## src/design/vdustc_pkg.sv

```systemverilog
package vdustc_pkg;

  localparam int TEXT_COLUMNS = 58;
  localparam int TEXT_ROWS    = 40;
  localparam int MAX_RESULTS  = 4;

  typedef enum logic [2:0] {
    KIND_ECHO      = 3'd0,
    KIND_GLYPH     = 3'd1,
    KIND_ROW_CLEAR = 3'd2,
    KIND_PLOT      = 3'd3,
    KIND_UNSUP     = 3'd4
  } kind_t;

  // register select, taken from paddr[2]
  localparam logic REG_ECHO = 1'b0;
  localparam logic REG_DRAW = 1'b1;

  localparam logic [7:0] CH_LF      = 8'd10;
  localparam logic [7:0] CH_CR      = 8'd13;
  localparam logic [7:0] CH_PLOT    = 8'd25;
  localparam logic [7:0] CH_SPACE   = 8'd32;
  localparam logic [7:0] CH_P_UPPER = 8'h50;
  localparam logic [7:0] CH_P_LOWER = 8'h70;

  // total sequence length per control code, code byte included
  localparam logic [4:0] SEQ_LEN [32] = '{
    5'd1, 5'd2, 5'd1, 5'd1, 5'd1, 5'd1, 5'd1, 5'd1,
    5'd1, 5'd1, 5'd1, 5'd1, 5'd1, 5'd1, 5'd1, 5'd1,
    5'd1, 5'd2, 5'd3, 5'd6, 5'd1, 5'd1, 5'd2, 5'd21,
    5'd9, 5'd6, 5'd1, 5'd1, 5'd5, 5'd5, 5'd1, 5'd3
  };

  typedef struct packed {
    kind_t       kind;
    logic [7:0]  out_byte;
    logic [5:0]  column;
    logic [5:0]  row;
    logic        colour;
    logic [7:0]  plot_type;
    logic [15:0] plot_x;
    logic [15:0] plot_y;
    logic        last;
  } res_t;

  typedef struct packed {
    res_t [MAX_RESULTS-1:0] slot;
    logic [2:0]             count;
  } batch_t;

  typedef struct packed {
    logic echo_en;
    logic draw_en;
  } cfg_t;

endpackage

```

## src/design/vdustc_if.sv

```systemverilog
interface vdustc_in_if;
  logic       valid;
  logic       ready;
  logic [7:0] in_byte;

  modport source (output valid, output in_byte, input ready);
  modport sink   (input valid, input in_byte, output ready);
endinterface

interface vdustc_out_if;
  logic        valid;
  logic        ready;
  logic [2:0]  kind;
  logic [7:0]  out_byte;
  logic [5:0]  column;
  logic [5:0]  row;
  logic        colour;
  logic [7:0]  plot_type;
  logic [15:0] plot_x;
  logic [15:0] plot_y;
  logic        last;

  modport source (output valid, output kind, output out_byte, output column, output row,
                  output colour, output plot_type, output plot_x, output plot_y,
                  output last, input ready);
  modport sink   (input valid, input kind, input out_byte, input column, input row,
                  input colour, input plot_type, input plot_x, input plot_y,
                  input last, output ready);
endinterface

```

## src/design/vdu_stream_text_console_top.sv

```systemverilog
// Text console front end: parses a byte stream of characters and VDU codes.
// in_stream  : one request per byte (in_byte). Printables, control codes and
//              their parameter bytes all arrive here.
// out_stream : result requests (kind, out_byte, column, row, colour,
//              plot_type, plot_x, plot_y, last). last marks the final result
//              caused by one input byte; a byte may cause none at all.
// APB port   : 0x0 echo_enable, 0x4 draw_enable, bit 0 of the data word.
//              pready is tied high; write only while the stream is idle.
// Path       : each result is registered in the result buffer and then in
//              the output register before it shows on out_stream.
// Throughput : one result per cycle on the output while out_stream ready is
//              high. A byte causing k results holds the input while the
//              four-entry result buffer drains through the single output
//              port; k is at most four (plot request, echo, row clear, glyph).
// Reset      : rst clears cursor, pending sequence and the result path;
//              echo comes up on, draw off. Parameter bytes are not cleared.
// Stall      : a result held on out_stream with ready low stays put; if the
//              buffer behind it is empty it takes one more byte's results,
//              then input ready drops until the output moves again.
module vdu_stream_text_console_top (
  input  logic         clk,
  input  logic         rst,
  vdustc_in_if.sink    in_stream,
  vdustc_out_if.source out_stream,
  input  logic         psel,
  input  logic         penable,
  input  logic         pwrite,
  input  logic [2:0]   paddr,
  input  logic [31:0]  pwdata,
  output logic [31:0]  prdata,
  output logic         pready
);

  vdustc_pkg::cfg_t   cfg;
  vdustc_pkg::batch_t batch;
  logic               acc;
  logic               in_ready;

  assign acc             = in_stream.valid && in_ready;
  assign in_stream.ready = in_ready;

  // configuration registers
  vdustc_cfg u_cfg (
    .clk     (clk),
    .rst     (rst),
    .psel    (psel),
    .penable (penable),
    .pwrite  (pwrite),
    .paddr   (paddr),
    .pwdata  (pwdata),
    .prdata  (prdata),
    .pready  (pready),
    .cfg     (cfg)
  );

  // cursor / sequence state and the per-byte result list
  vdustc_parser u_parser (
    .clk     (clk),
    .rst     (rst),
    .acc     (acc),
    .in_byte (in_stream.in_byte),
    .cfg     (cfg),
    .batch   (batch)
  );

  // result buffer plus output register
  vdustc_resq u_resq (
    .clk        (clk),
    .rst        (rst),
    .load       (acc),
    .batch      (batch),
    .in_ready   (in_ready),
    .out_stream (out_stream)
  );

endmodule

```

## src/design/vdustc_cfg.sv

```systemverilog
module vdustc_cfg (
  input  logic              clk,
  input  logic              rst,
  input  logic              psel,
  input  logic              penable,
  input  logic              pwrite,
  input  logic [2:0]        paddr,
  input  logic [31:0]       pwdata,
  output logic [31:0]       prdata,
  output logic              pready,
  output vdustc_pkg::cfg_t  cfg
);

  logic echo_en;
  logic draw_en;
  logic wr;

  assign wr     = psel && penable && pwrite;
  assign pready = 1'b1;

  always_ff @(posedge clk) begin
    if (rst) begin
      echo_en <= 1'b1;
      draw_en <= 1'b0;
    end else if (wr) begin
      if (paddr[2] == vdustc_pkg::REG_ECHO) begin
        echo_en <= pwdata[0];
      end else begin
        draw_en <= pwdata[0];
      end
    end
  end

  always_comb begin
    if (paddr[2] == vdustc_pkg::REG_DRAW) begin
      prdata = {31'd0, draw_en};
    end else begin
      prdata = {31'd0, echo_en};
    end
  end

  assign cfg.echo_en = echo_en;
  assign cfg.draw_en = draw_en;

endmodule

```

## src/design/vdustc_parser.sv

```systemverilog
module vdustc_parser (
  input  logic                clk,
  input  logic                rst,
  input  logic                acc,
  input  logic [7:0]          in_byte,
  input  vdustc_pkg::cfg_t    cfg,
  output vdustc_pkg::batch_t  batch
);

  logic [4:0] pend_cnt;
  logic [4:0] pend_code;
  logic [5:0] cur_col;
  logic [5:0] cur_row;
  logic [7:0] param [4];

  logic [4:0] pend_cnt_next;
  logic [4:0] pend_code_next;
  logic [5:0] cur_col_next;
  logic [5:0] cur_row_next;
  logic [4:0] pm1;
  logic       param_we;
  logic [1:0] param_idx;

  // first four parameter bytes are stored; the fifth is the byte that
  // completes a plot, so it is taken straight from the input
  assign pm1       = pend_cnt - 5'd1;
  assign param_we  = (pend_cnt != 5'd0) && (pm1 < 5'd4);
  assign param_idx = pm1[1:0];

  always_comb begin
    logic               check;
    logic               do_put;
    logic               plot;
    logic               unsup;
    logic [7:0]         put_ch;
    logic [6:0]         row_inc;
    logic [2:0]         n;
    vdustc_pkg::res_t   r;
    vdustc_pkg::batch_t b;

    pend_cnt_next  = pend_cnt;
    pend_code_next = pend_code;
    cur_col_next   = cur_col;
    cur_row_next   = cur_row;
    check   = 1'b0;
    do_put  = 1'b0;
    plot    = 1'b0;
    unsup   = 1'b0;
    row_inc = '0;
    n       = '0;
    r       = '0;
    b       = '0;

    if (pend_cnt != 5'd0) begin
      pend_cnt_next = pend_cnt + 5'd1;
      check = 1'b1;
    end else if (in_byte < vdustc_pkg::CH_SPACE) begin
      pend_code_next = in_byte[4:0];
      pend_cnt_next  = 5'd1;
      check = 1'b1;
    end else begin
      do_put = 1'b1;
    end

    if (check && (pend_cnt_next == vdustc_pkg::SEQ_LEN[pend_code_next])) begin
      pend_cnt_next = 5'd0;
      if (pend_code_next == vdustc_pkg::CH_LF[4:0] ||
          pend_code_next == vdustc_pkg::CH_CR[4:0]) begin
        do_put = 1'b1;
      end else if (pend_code_next == vdustc_pkg::CH_PLOT[4:0]) begin
        plot   = 1'b1;
        do_put = 1'b1;
      end else begin
        unsup = 1'b1;
      end
    end

    put_ch = plot ? vdustc_pkg::CH_P_UPPER : in_byte;

    if (plot) begin
      r           = '0;
      r.kind      = vdustc_pkg::KIND_PLOT;
      r.plot_type = param[0];
      r.plot_x    = {param[2], param[1]};
      r.plot_y    = {in_byte, param[3]};
      b.slot[n[1:0]] = r;
      n = n + 3'd1;
    end

    if (unsup) begin
      r          = '0;
      r.kind     = vdustc_pkg::KIND_UNSUP;
      r.out_byte = {3'd0, pend_code_next};
      b.slot[n[1:0]] = r;
      n = n + 3'd1;
    end

    if (do_put) begin
      if (cfg.echo_en) begin
        r          = '0;
        r.kind     = vdustc_pkg::KIND_ECHO;
        r.out_byte = put_ch;
        b.slot[n[1:0]] = r;
        n = n + 3'd1;
      end
      if (cur_col_next >= 6'(vdustc_pkg::TEXT_COLUMNS) || put_ch == vdustc_pkg::CH_LF) begin
        cur_col_next = 6'd0;
        row_inc      = {1'b0, cur_row_next} + 7'd1;
        cur_row_next = (row_inc >= 7'(vdustc_pkg::TEXT_ROWS)) ? 6'd0 : row_inc[5:0];
        r      = '0;
        r.kind = vdustc_pkg::KIND_ROW_CLEAR;
        r.row  = cur_row_next;
        b.slot[n[1:0]] = r;
        n = n + 3'd1;
      end
      if (put_ch == vdustc_pkg::CH_CR) begin
        cur_col_next = 6'd0;
      end
      if (put_ch != vdustc_pkg::CH_LF && put_ch != vdustc_pkg::CH_CR) begin
        if (cfg.draw_en) begin
          r          = '0;
          r.kind     = vdustc_pkg::KIND_GLYPH;
          r.out_byte = plot ? vdustc_pkg::CH_P_LOWER : put_ch;
          r.column   = cur_col_next;
          r.row      = cur_row_next;
          r.colour   = plot;
          b.slot[n[1:0]] = r;
          n = n + 3'd1;
        end
        cur_col_next = cur_col_next + 6'd1;
      end
    end

    if (n != 3'd0) begin
      b.slot[n[1:0] - 2'd1].last = 1'b1;
    end
    b.count = n;
    batch   = b;
  end

  always_ff @(posedge clk) begin
    if (rst) begin
      pend_cnt  <= '0;
      pend_code <= '0;
      cur_col   <= '0;
      cur_row   <= '0;
    end else if (acc) begin
      pend_cnt  <= pend_cnt_next;
      pend_code <= pend_code_next;
      cur_col   <= cur_col_next;
      cur_row   <= cur_row_next;
    end
  end

  // parameter bytes: no reset, only read once written
  always_ff @(posedge clk) begin
    if (acc && param_we) begin
      param[param_idx] <= in_byte;
    end
  end

endmodule

```

## src/design/vdustc_resq.sv

```systemverilog
module vdustc_resq (
  input  logic                clk,
  input  logic                rst,
  input  logic                load,
  input  vdustc_pkg::batch_t  batch,
  output logic                in_ready,
  vdustc_out_if.source        out_stream
);

  vdustc_pkg::res_t [vdustc_pkg::MAX_RESULTS-1:0] slots;
  logic [2:0]       cnt;
  vdustc_pkg::res_t oreg;
  logic             ovalid;
  logic             move;

  assign move     = (cnt != 3'd0) && (!ovalid || out_stream.ready);
  assign in_ready = !rst && ((cnt == 3'd0) || (cnt == 3'd1 && move));

  always_ff @(posedge clk) begin
    if (rst) begin
      cnt    <= '0;
      ovalid <= 1'b0;
    end else begin
      if (move) begin
        ovalid <= 1'b1;
      end else if (out_stream.ready) begin
        ovalid <= 1'b0;
      end
      if (load) begin
        cnt <= batch.count;
      end else if (move) begin
        cnt <= cnt - 3'd1;
      end
    end
  end

  always_ff @(posedge clk) begin
    if (move) begin
      oreg <= slots[0];
    end
    if (load) begin
      slots <= batch.slot;
    end else if (move) begin
      for (int i = 0; i < vdustc_pkg::MAX_RESULTS - 1; i++) begin
        slots[i] <= slots[i+1];
      end
      slots[vdustc_pkg::MAX_RESULTS-1] <= '0;
    end
  end

  assign out_stream.valid     = ovalid;
  assign out_stream.kind      = oreg.kind;
  assign out_stream.out_byte  = oreg.out_byte;
  assign out_stream.column    = oreg.column;
  assign out_stream.row       = oreg.row;
  assign out_stream.colour    = oreg.colour;
  assign out_stream.plot_type = oreg.plot_type;
  assign out_stream.plot_x    = oreg.plot_x;
  assign out_stream.plot_y    = oreg.plot_y;
  assign out_stream.last      = oreg.last;

endmodule

```

## src/flat_wrapper.sv

```systemverilog
// flat-port wrapper written by rule: the top's interface ports become plain ports
module vdu_stream_text_console_top_flat 
  (clk, rst, psel, penable, pwrite, paddr, pwdata, prdata, pready, in_stream_valid, in_stream_in_byte, in_stream_ready, out_stream_valid, out_stream_kind, out_stream_out_byte, out_stream_column, out_stream_row, out_stream_colour, out_stream_plot_type, out_stream_plot_x, out_stream_plot_y, out_stream_last, out_stream_ready);
  vdustc_in_if in_stream_i ();
  vdustc_out_if out_stream_i ();
  input  logic clk;
  input  logic rst;
  input  logic psel;
  input  logic penable;
  input  logic pwrite;
  input  logic [2:0] paddr;
  input  logic [31:0] pwdata;
  output logic [31:0] prdata;
  output logic pready;
  input wire logic [$bits(in_stream_i.valid)-1:0] in_stream_valid;
  input wire logic [$bits(in_stream_i.in_byte)-1:0] in_stream_in_byte;
  output wire logic [$bits(in_stream_i.ready)-1:0] in_stream_ready;
  output wire logic [$bits(out_stream_i.valid)-1:0] out_stream_valid;
  output wire logic [$bits(out_stream_i.kind)-1:0] out_stream_kind;
  output wire logic [$bits(out_stream_i.out_byte)-1:0] out_stream_out_byte;
  output wire logic [$bits(out_stream_i.column)-1:0] out_stream_column;
  output wire logic [$bits(out_stream_i.row)-1:0] out_stream_row;
  output wire logic [$bits(out_stream_i.colour)-1:0] out_stream_colour;
  output wire logic [$bits(out_stream_i.plot_type)-1:0] out_stream_plot_type;
  output wire logic [$bits(out_stream_i.plot_x)-1:0] out_stream_plot_x;
  output wire logic [$bits(out_stream_i.plot_y)-1:0] out_stream_plot_y;
  output wire logic [$bits(out_stream_i.last)-1:0] out_stream_last;
  input wire logic [$bits(out_stream_i.ready)-1:0] out_stream_ready;
  assign in_stream_i.valid = in_stream_valid;
  assign in_stream_i.in_byte = in_stream_in_byte;
  assign in_stream_ready = in_stream_i.ready;
  assign out_stream_valid = out_stream_i.valid;
  assign out_stream_kind = out_stream_i.kind;
  assign out_stream_out_byte = out_stream_i.out_byte;
  assign out_stream_column = out_stream_i.column;
  assign out_stream_row = out_stream_i.row;
  assign out_stream_colour = out_stream_i.colour;
  assign out_stream_plot_type = out_stream_i.plot_type;
  assign out_stream_plot_x = out_stream_i.plot_x;
  assign out_stream_plot_y = out_stream_i.plot_y;
  assign out_stream_last = out_stream_i.last;
  assign out_stream_i.ready = out_stream_ready;
  vdu_stream_text_console_top u_core (.clk(clk), .rst(rst), .in_stream(in_stream_i), .out_stream(out_stream_i), .psel(psel), .penable(penable), .pwrite(pwrite), .paddr(paddr), .pwdata(pwdata), .prdata(prdata), .pready(pready));
endmodule
```

## config.mk

```make
export PLATFORM = sky130hd
export DESIGN_NAME = vdu_stream_text_console_top_flat
export DESIGN_NICKNAME = d
export VERILOG_FILES = /design/src/design/vdustc_pkg.sv /design/src/design/vdustc_if.sv /design/src/design/vdu_stream_text_console_top.sv /design/src/design/vdustc_cfg.sv /design/src/design/vdustc_parser.sv /design/src/design/vdustc_resq.sv /design/src/flat_wrapper.sv
export SDC_FILE = /design/constraint.sdc
export NUM_CORES = 1
export LEC_CHECK = 0
export ABC_AREA = 1
export BUFFER_PORTS_ARGS = -buffer_cell sky130_fd_sc_hd__clkbuf_2
export CORE_MARGIN = 4
export CORE_UTILIZATION = 35
export DETAILED_ROUTE_END_ITERATION = 8
export MAX_ROUTING_LAYER = met4
export SYNTH_ARGS = -nofsm -noshare
export SYNTH_HDL_FRONTEND = slang
export SYNTH_SLANG_ARGS = --single-unit
```

## constraint.sdc

```tcl
create_clock -name clk -period 8.13 [get_ports clk]
set_clock_uncertainty 0.1 [all_clocks]
set_input_delay 0.4065 -clock clk [delete_from_list [all_inputs] [get_ports clk]]
set_output_delay 0.4065 -clock clk [all_outputs]
set_load 0.02 [all_outputs]
```

==> impl_metrics.toml, run 1 <==
[cells_and_area]
antenna_cells = 0
multiInputGateArea_um2 = 3400
nNetsFinal = 1211
layout_common_cells = "nand2_1, edfxtp_1, clkbuf_2, inv_1, nand3_1"
seq_area_um2 = 7620
final_common_cell = "nand2_1"
syn_to_final_growth_pct = 13.8
drive_gt1_share_pct = 15.7
fill_cells = 3145
design_area_um2 = 13300

[worst_setup_path]
worst_ep_arrival_time_ns = 6.86
cp_slowest_stage_delay_ns = 0.61
cp.required_ns = 8.32
startpoint = "u_core.u_parser.pend_cnt[0]$_SDFFE_PP0P_"
cp_slowest_cell = "nand3_1"
crit_fanout = 13
cp_num_buf_inv = 7
path_common_cell = "nand2_1"
crit_family = "simple AND/OR/NAND/NOR gates"
r2r_start = "u_core.u_parser.pend_cnt[0]$_SDFFE_PP0P_"
criticalPathCategory = "reg2reg"
startpoint_type = "flip-flop"
crit_path_end_kind = "flip-flop"

[yosys]
yosys_warnings = 0
yosysTopAreaCell = "edfxtp_1"
synth_edf_count = 235
ys_ff_latch = 263
yosys.area.top_type_share_pct = 60.3
seq_area_frac_synth_pct = 65.1
synth_area_um2 = 11700
synth.avg_cell_area_um2 = 11.1
ys.flop_type = "edfxtp_1"
ys_types = 45
synthTopCellsByArea = "edfxtp_1, nand2_1, dfxtp_1"
syn_inst = 1051
synth-async-reset-ratio_pct = 0

[sta]
setup_violations = 0
min_period_over_period_pct = 82.1
final_max_slew_viol_count = 0
period_minus_slack_ns = 6.67
slew_headroom_pct = 30.0
setup_tns_ns = 0
tightest_slew_ns = 1.05
timing.fmax_mhz = 150
whs_ns = 0.0368
hold_viol = 0
setup_ws_ns = 1.46
rsz0062_at_grt = "false"

[clock_network]
cts_setup_buffers = 0
cts_resized = 0
hold_buffers = 0
cts_root_buf = "clkbuf_16"
tritoncts = "done"
cts_max_path_buffers = 3
htree_levels = 1
clock_latency_ns = 0.55
clk_pin_slew_ns = 0.06
cts-buffers-inserted = 27
cts_num_sinks = 263

[pwr]
irDropWorstVdd_mv = 0.331
power_density_nw_per_um2 = 375
p_leak_nw = 5.34

[global_route]
antenna_found_initial = 0
grt_pass1_wl_um = 39800
top_usage_layer = "met2"
met3_usage_pct = 1.96
grt_max_degree = 83
met1_usage_pct = 18.9
grt_overflow_total = 0
grt_pass1_vias = 7287
met2_usage_pct = 22.0
groute.usage.overall_pct = 13.9

[detailed_routing]
drt-pass1-iter-count = 5
vias = 7676
via_per_inst = 4.80
wire_per_inst_um = 15.8
ant_nets = 0
drtIter0Drc = 568
post-route-drc-count = 0
wl_um = 25200

[placed_design]
dp_hpwl_um = 15900
place_ws_ns = 1.42
gp_congestion = 0.867
place_area_um2 = 12400
portBuffers = 84

[floorplan]
initial_core_util_pct = 35.7
fp-row-count = 66
die_h_um = 191
core_um2 = 32800
dieWidth_um = 191
die_area_um2 = 36400
ioPinCount = 150

[hold_path]
holdCritStartpoint = "pwdata[0]"
holdCritPathClass = "in2reg"

[run_status]
status = "completed"

[flow_run]
max_cap_viol_count = 0
Yosys cell counts, types with 8 or more instances:
master / count
o221ai_1: 15
o21ai_0: 50
dfxtp_1: 28
o21ai_1: 18
nor3b_1: 31
inv_1: 85
inv_2: 11
clkbuf_1: 19
buf_2: 8
nand2_1: 238
a21oi_1: 34
edfxtp_1: 235
nand2_2: 12
nor3_1: 16
nor2_1: 57
nand3_1: 63
buf_4: 36
ha_1: 26
final timing paths:
path | to | slack [ns] | cells after the start
max | u_core.u_resq.slots[124]$_DFFE_PP_ | 1.46 | 33
min | u_core.u_cfg.echo_en$_SDFFE_PP1P_ | 0.04 | 3
max reg2reg | u_core.u_resq.slots[124]$_DFFE_PP_ | 1.46 | 33
min reg2reg | u_core.u_resq.out_stream.plot_type[7]$_DFFE_PP_ | 0.31 | 0
sequential cells by signal, summed over array words and instances, names as in the netlist, 6 cells and up:
name                                count
u_core.u_resq.slots                   138
u_core.u_resq.out_stream.plot_type      8
u_core.u_parser.cur_col                 6
u_core.u_resq.out_stream.plot_y        16
u_core.u_resq.out_stream.out_byte       8
u_core.u_resq.out_stream.column         6
u_core.u_parser.cur_row                 6
u_core.u_resq.out_stream.row            6
u_core.u_parser.param                  32
u_core.u_resq.out_stream.plot_x        16
worst register-to-register path: cells and delay by family (launching register included):
kind,cells,cell delay (ns)
simple gates,21,3.92
flops,1,0.37
compound gates,1,0.13
fa+ha+maj,4,1.03
buf+inv,7,0.87
cell type report:
cell class	instances	area share [%]
Sequential cell	263	57.2
Multi-Input combinational cell	654	25.6
Clock buffer	32	5.29
Tap cell	442	4.15
Timing Repair Buffer	93	3.67
Inverter	96	2.73
Clock inverter	18	1.39
power breakdown:
part / leakage [nW] / switching, W / internal (W)
registers: 2.58 / 0.000152 / 0.00231
clock network: 0.430 / 0.000519 / 0.000718
logic: 2.33 / 0.000968 / 0.000329
logic make-up (layout without fill, tap and decap cells):
kind of cell,count (synthesis),count (layout),share of synthesized area (%)
AOI/OAI and AO/OA,145,145,7.37
xor gates and xnor gates,9,9,0.674
DFF,263,263,65.1
buffers and inverters,164,239,6.76
other,2,32,0.0642
adders and majority gates,26,26,2.78
and+or+nand+nor,442,442,17.2
metal layers:
metal  vias up  share of wire [%]
met2       214                 46
met3        41                5.5
met4         0                2.4
met1      3678                 46
li1       3743                  -
met5         -                  0
through the flow:
step	utilization, %	total power [W]	instances
2_1_floorplan	-	0.00341	1081
3_3_place_gp	37.9	0.00379	1548
3_5_place_dp	37.9	0.00382	1548
4_1_cts	40.6	0.00507	1598
5_1_grt	40.6	0.00529	1598
6_report	40.6	0.00500	1598
Power figures use the tool's default switching activity.
==> run 2: changes to the inputs <==
clock period = 6.24 ns   (was 8.13 ns; I/O delays follow)
==> run 2 against run 1 <==
  * Wire length up 0.86%
  * Register-to-register slack got worse by 0.71 ns
  * Critical path depth did not move
  * Sequential share of layout area shrank 0.88 points
  * Non-clock buffer count rose by 17
  * Clock power up 35%
  * Largest cell class unchanged
  * Largest power group unchanged
==> impl_metrics.toml, run 2 (synthesis results as in run 1) <==
[global_route]
grt_pass1_wl_um = 40200
antenna_found_initial = 0
grt_pass1_vias = 7322
groute.usage.overall_pct = 14.0
grt_max_degree = 89
grt_overflow_total = 0

[floorplan]
ioPinCount = 150
die_h_um = 191
fp-row-count = 66
die_area_um2 = 36400
initial_core_util_pct = 35.7
dieWidth_um = 191
core_um2 = 32800

[detailed_routing]
wl_um = 25400
ant_nets = 0
via_per_inst = 4.71
drt-pass1-iter-count = 4
post-route-drc-count = 0
drtIter0Drc = 537
vias = 7612
wire_per_inst_um = 15.7

[clock_network]
cts_num_sinks = 263
tritoncts = "done"
cts_root_buf = "clkbuf_16"
cts_resized = 0
cts_setup_buffers = 0
cts-buffers-inserted = 28
cts_max_path_buffers = 3
htree_levels = 1
hold_buffers = 5
clk_pin_slew_ns = 0.06
clock_latency_ns = 0.54

[sta]
tightest_slew_ns = 1.12
setup_tns_ns = 0
min_period_over_period_pct = 88.0
final_max_slew_viol_count = 0
period_minus_slack_ns = 5.49
rsz0062_at_grt = "false"
slew_headroom_pct = 25.4
whs_ns = 0.0516
timing.fmax_mhz = 182
hold_viol = 0
setup_violations = 0

[pwr]
finalPower_w = 0.00661
power_density_nw_per_um2 = 489
p_leak_nw = 5.44
irDropWorstVdd_mv = 0.322

[cells_and_area]
fin_cells = 1616
design_area_um2 = 13500
nNetsFinal = 1229
reg.largest.list = "u_core.u_resq.slots (138), u_core.u_parser.param (32)"
layout_common_cells = "nand2_1, edfxtp_1, clkbuf_2, inv_1, nand3_1"
drive_gt1_share_pct = 16.6
syn_to_final_growth_pct = 15.6
largest_register = "u_core.u_resq.slots"
final_common_cell = "nand2_1"
antenna_cells = 0
largest_reg_flops = 138

[placed_design]
gp_congestion = 0.886
portBuffers = 84
placedCellCount = 1559
place_area_um2 = 12500
dp_hpwl_um = 16400

[worst_setup_path]
cp_slowest_stage_delay_ns = 0.37
crit_path_end_kind = "flip-flop"
worst_ep_arrival_time_ns = 5.66
startpoint_type = "flip-flop"
cp_num_buf_inv = 8
criticalPathCategory = "reg2reg"
path_common_cell = "nand2_1"
regToRegSetupSlack_ns = 0.75
crit_family = "simple AND/OR/NAND/NOR gates"
cp_slowest_cell = "dfxtp_1"
cp.required_ns = 6.41
crit_fanout = 28

[hold_path]
holdCritPathClass = "in2reg"

[flow_run]
max_cap_viol_count = 0

[run_status]
status = "completed"
[run 2: changes by cell type in the layout (fill, tap and decap cells not counted), sizes merged]
| cell | delta |
|---|---|
| buf | +11 |
| clkbuf | +5 |
| clkinv | -5 |
| dlygate4sd3 | +6 |
| inv | +1 |
[run 2: where the power goes]
part           internal [W]  switching [W]  total [W]
Combinational      0.000456        0.00127    0.00173
Clock              0.000989       0.000684    0.00167
Sequential          0.00301       0.000199    0.00321
[run 2: final cells by class]
type                    count  area [µm²]
fillers                  3124       19300
flip-flops and latches    263        7620
multi-input cells         654        3400
clock buffers              37         764
repair buffers            110         656
well taps                 442         553
inverters                  96         363
clock inverters            14         166
[run 2: layer usage]
layer / wire [µm] / GRT usage, %
met1: 11800 / 19.4
met4: 333 / 2.76
met3: 1440 / 1.98
met2: 11900 / 22.5
met5: 0 / -
[run 2: path summary, 6_finish.rpt]
| check | cells past startpoint | start | end |
|---|---|---|---|
| worst max-delay path | 33 | u_core.u_parser.pend_cnt[0]$_SDFFE_PP0P_ | u_core.u_resq.slots[24]$_SDFFCE_PN0P_ |
| worst min-delay path | 3 | in_stream_in_byte[7] | u_core.u_resq.slots[16]$_SDFFCE_PN0P_ |
| worst max register to register | 33 | u_core.u_parser.pend_cnt[0]$_SDFFE_PP0P_ | u_core.u_resq.slots[24]$_SDFFCE_PN0P_ |
| worst min register to register | 0 | u_core.u_resq.slots[0]$_DFFE_PP_ | u_core.u_resq.out_stream.last$_DFFE_PP_ |
[run 2: worst reg2reg max path: cells and delay by family, from the launching register on]
kind	cells	cell delay (ns)
simple gates	21	2.55
buf+inv	8	1.20
fa+ha+maj	4	0.99
flops	1	0.37
[run 2: metrics by stage]
step	worst slack [ns]	utilization, %
floorplan	0.625	-
global placement	0.868	38.2
detailed placement	0.777	38.2
CTS	0.756	41.2
global route	0.0492	41.2
finish	0.749	41.2
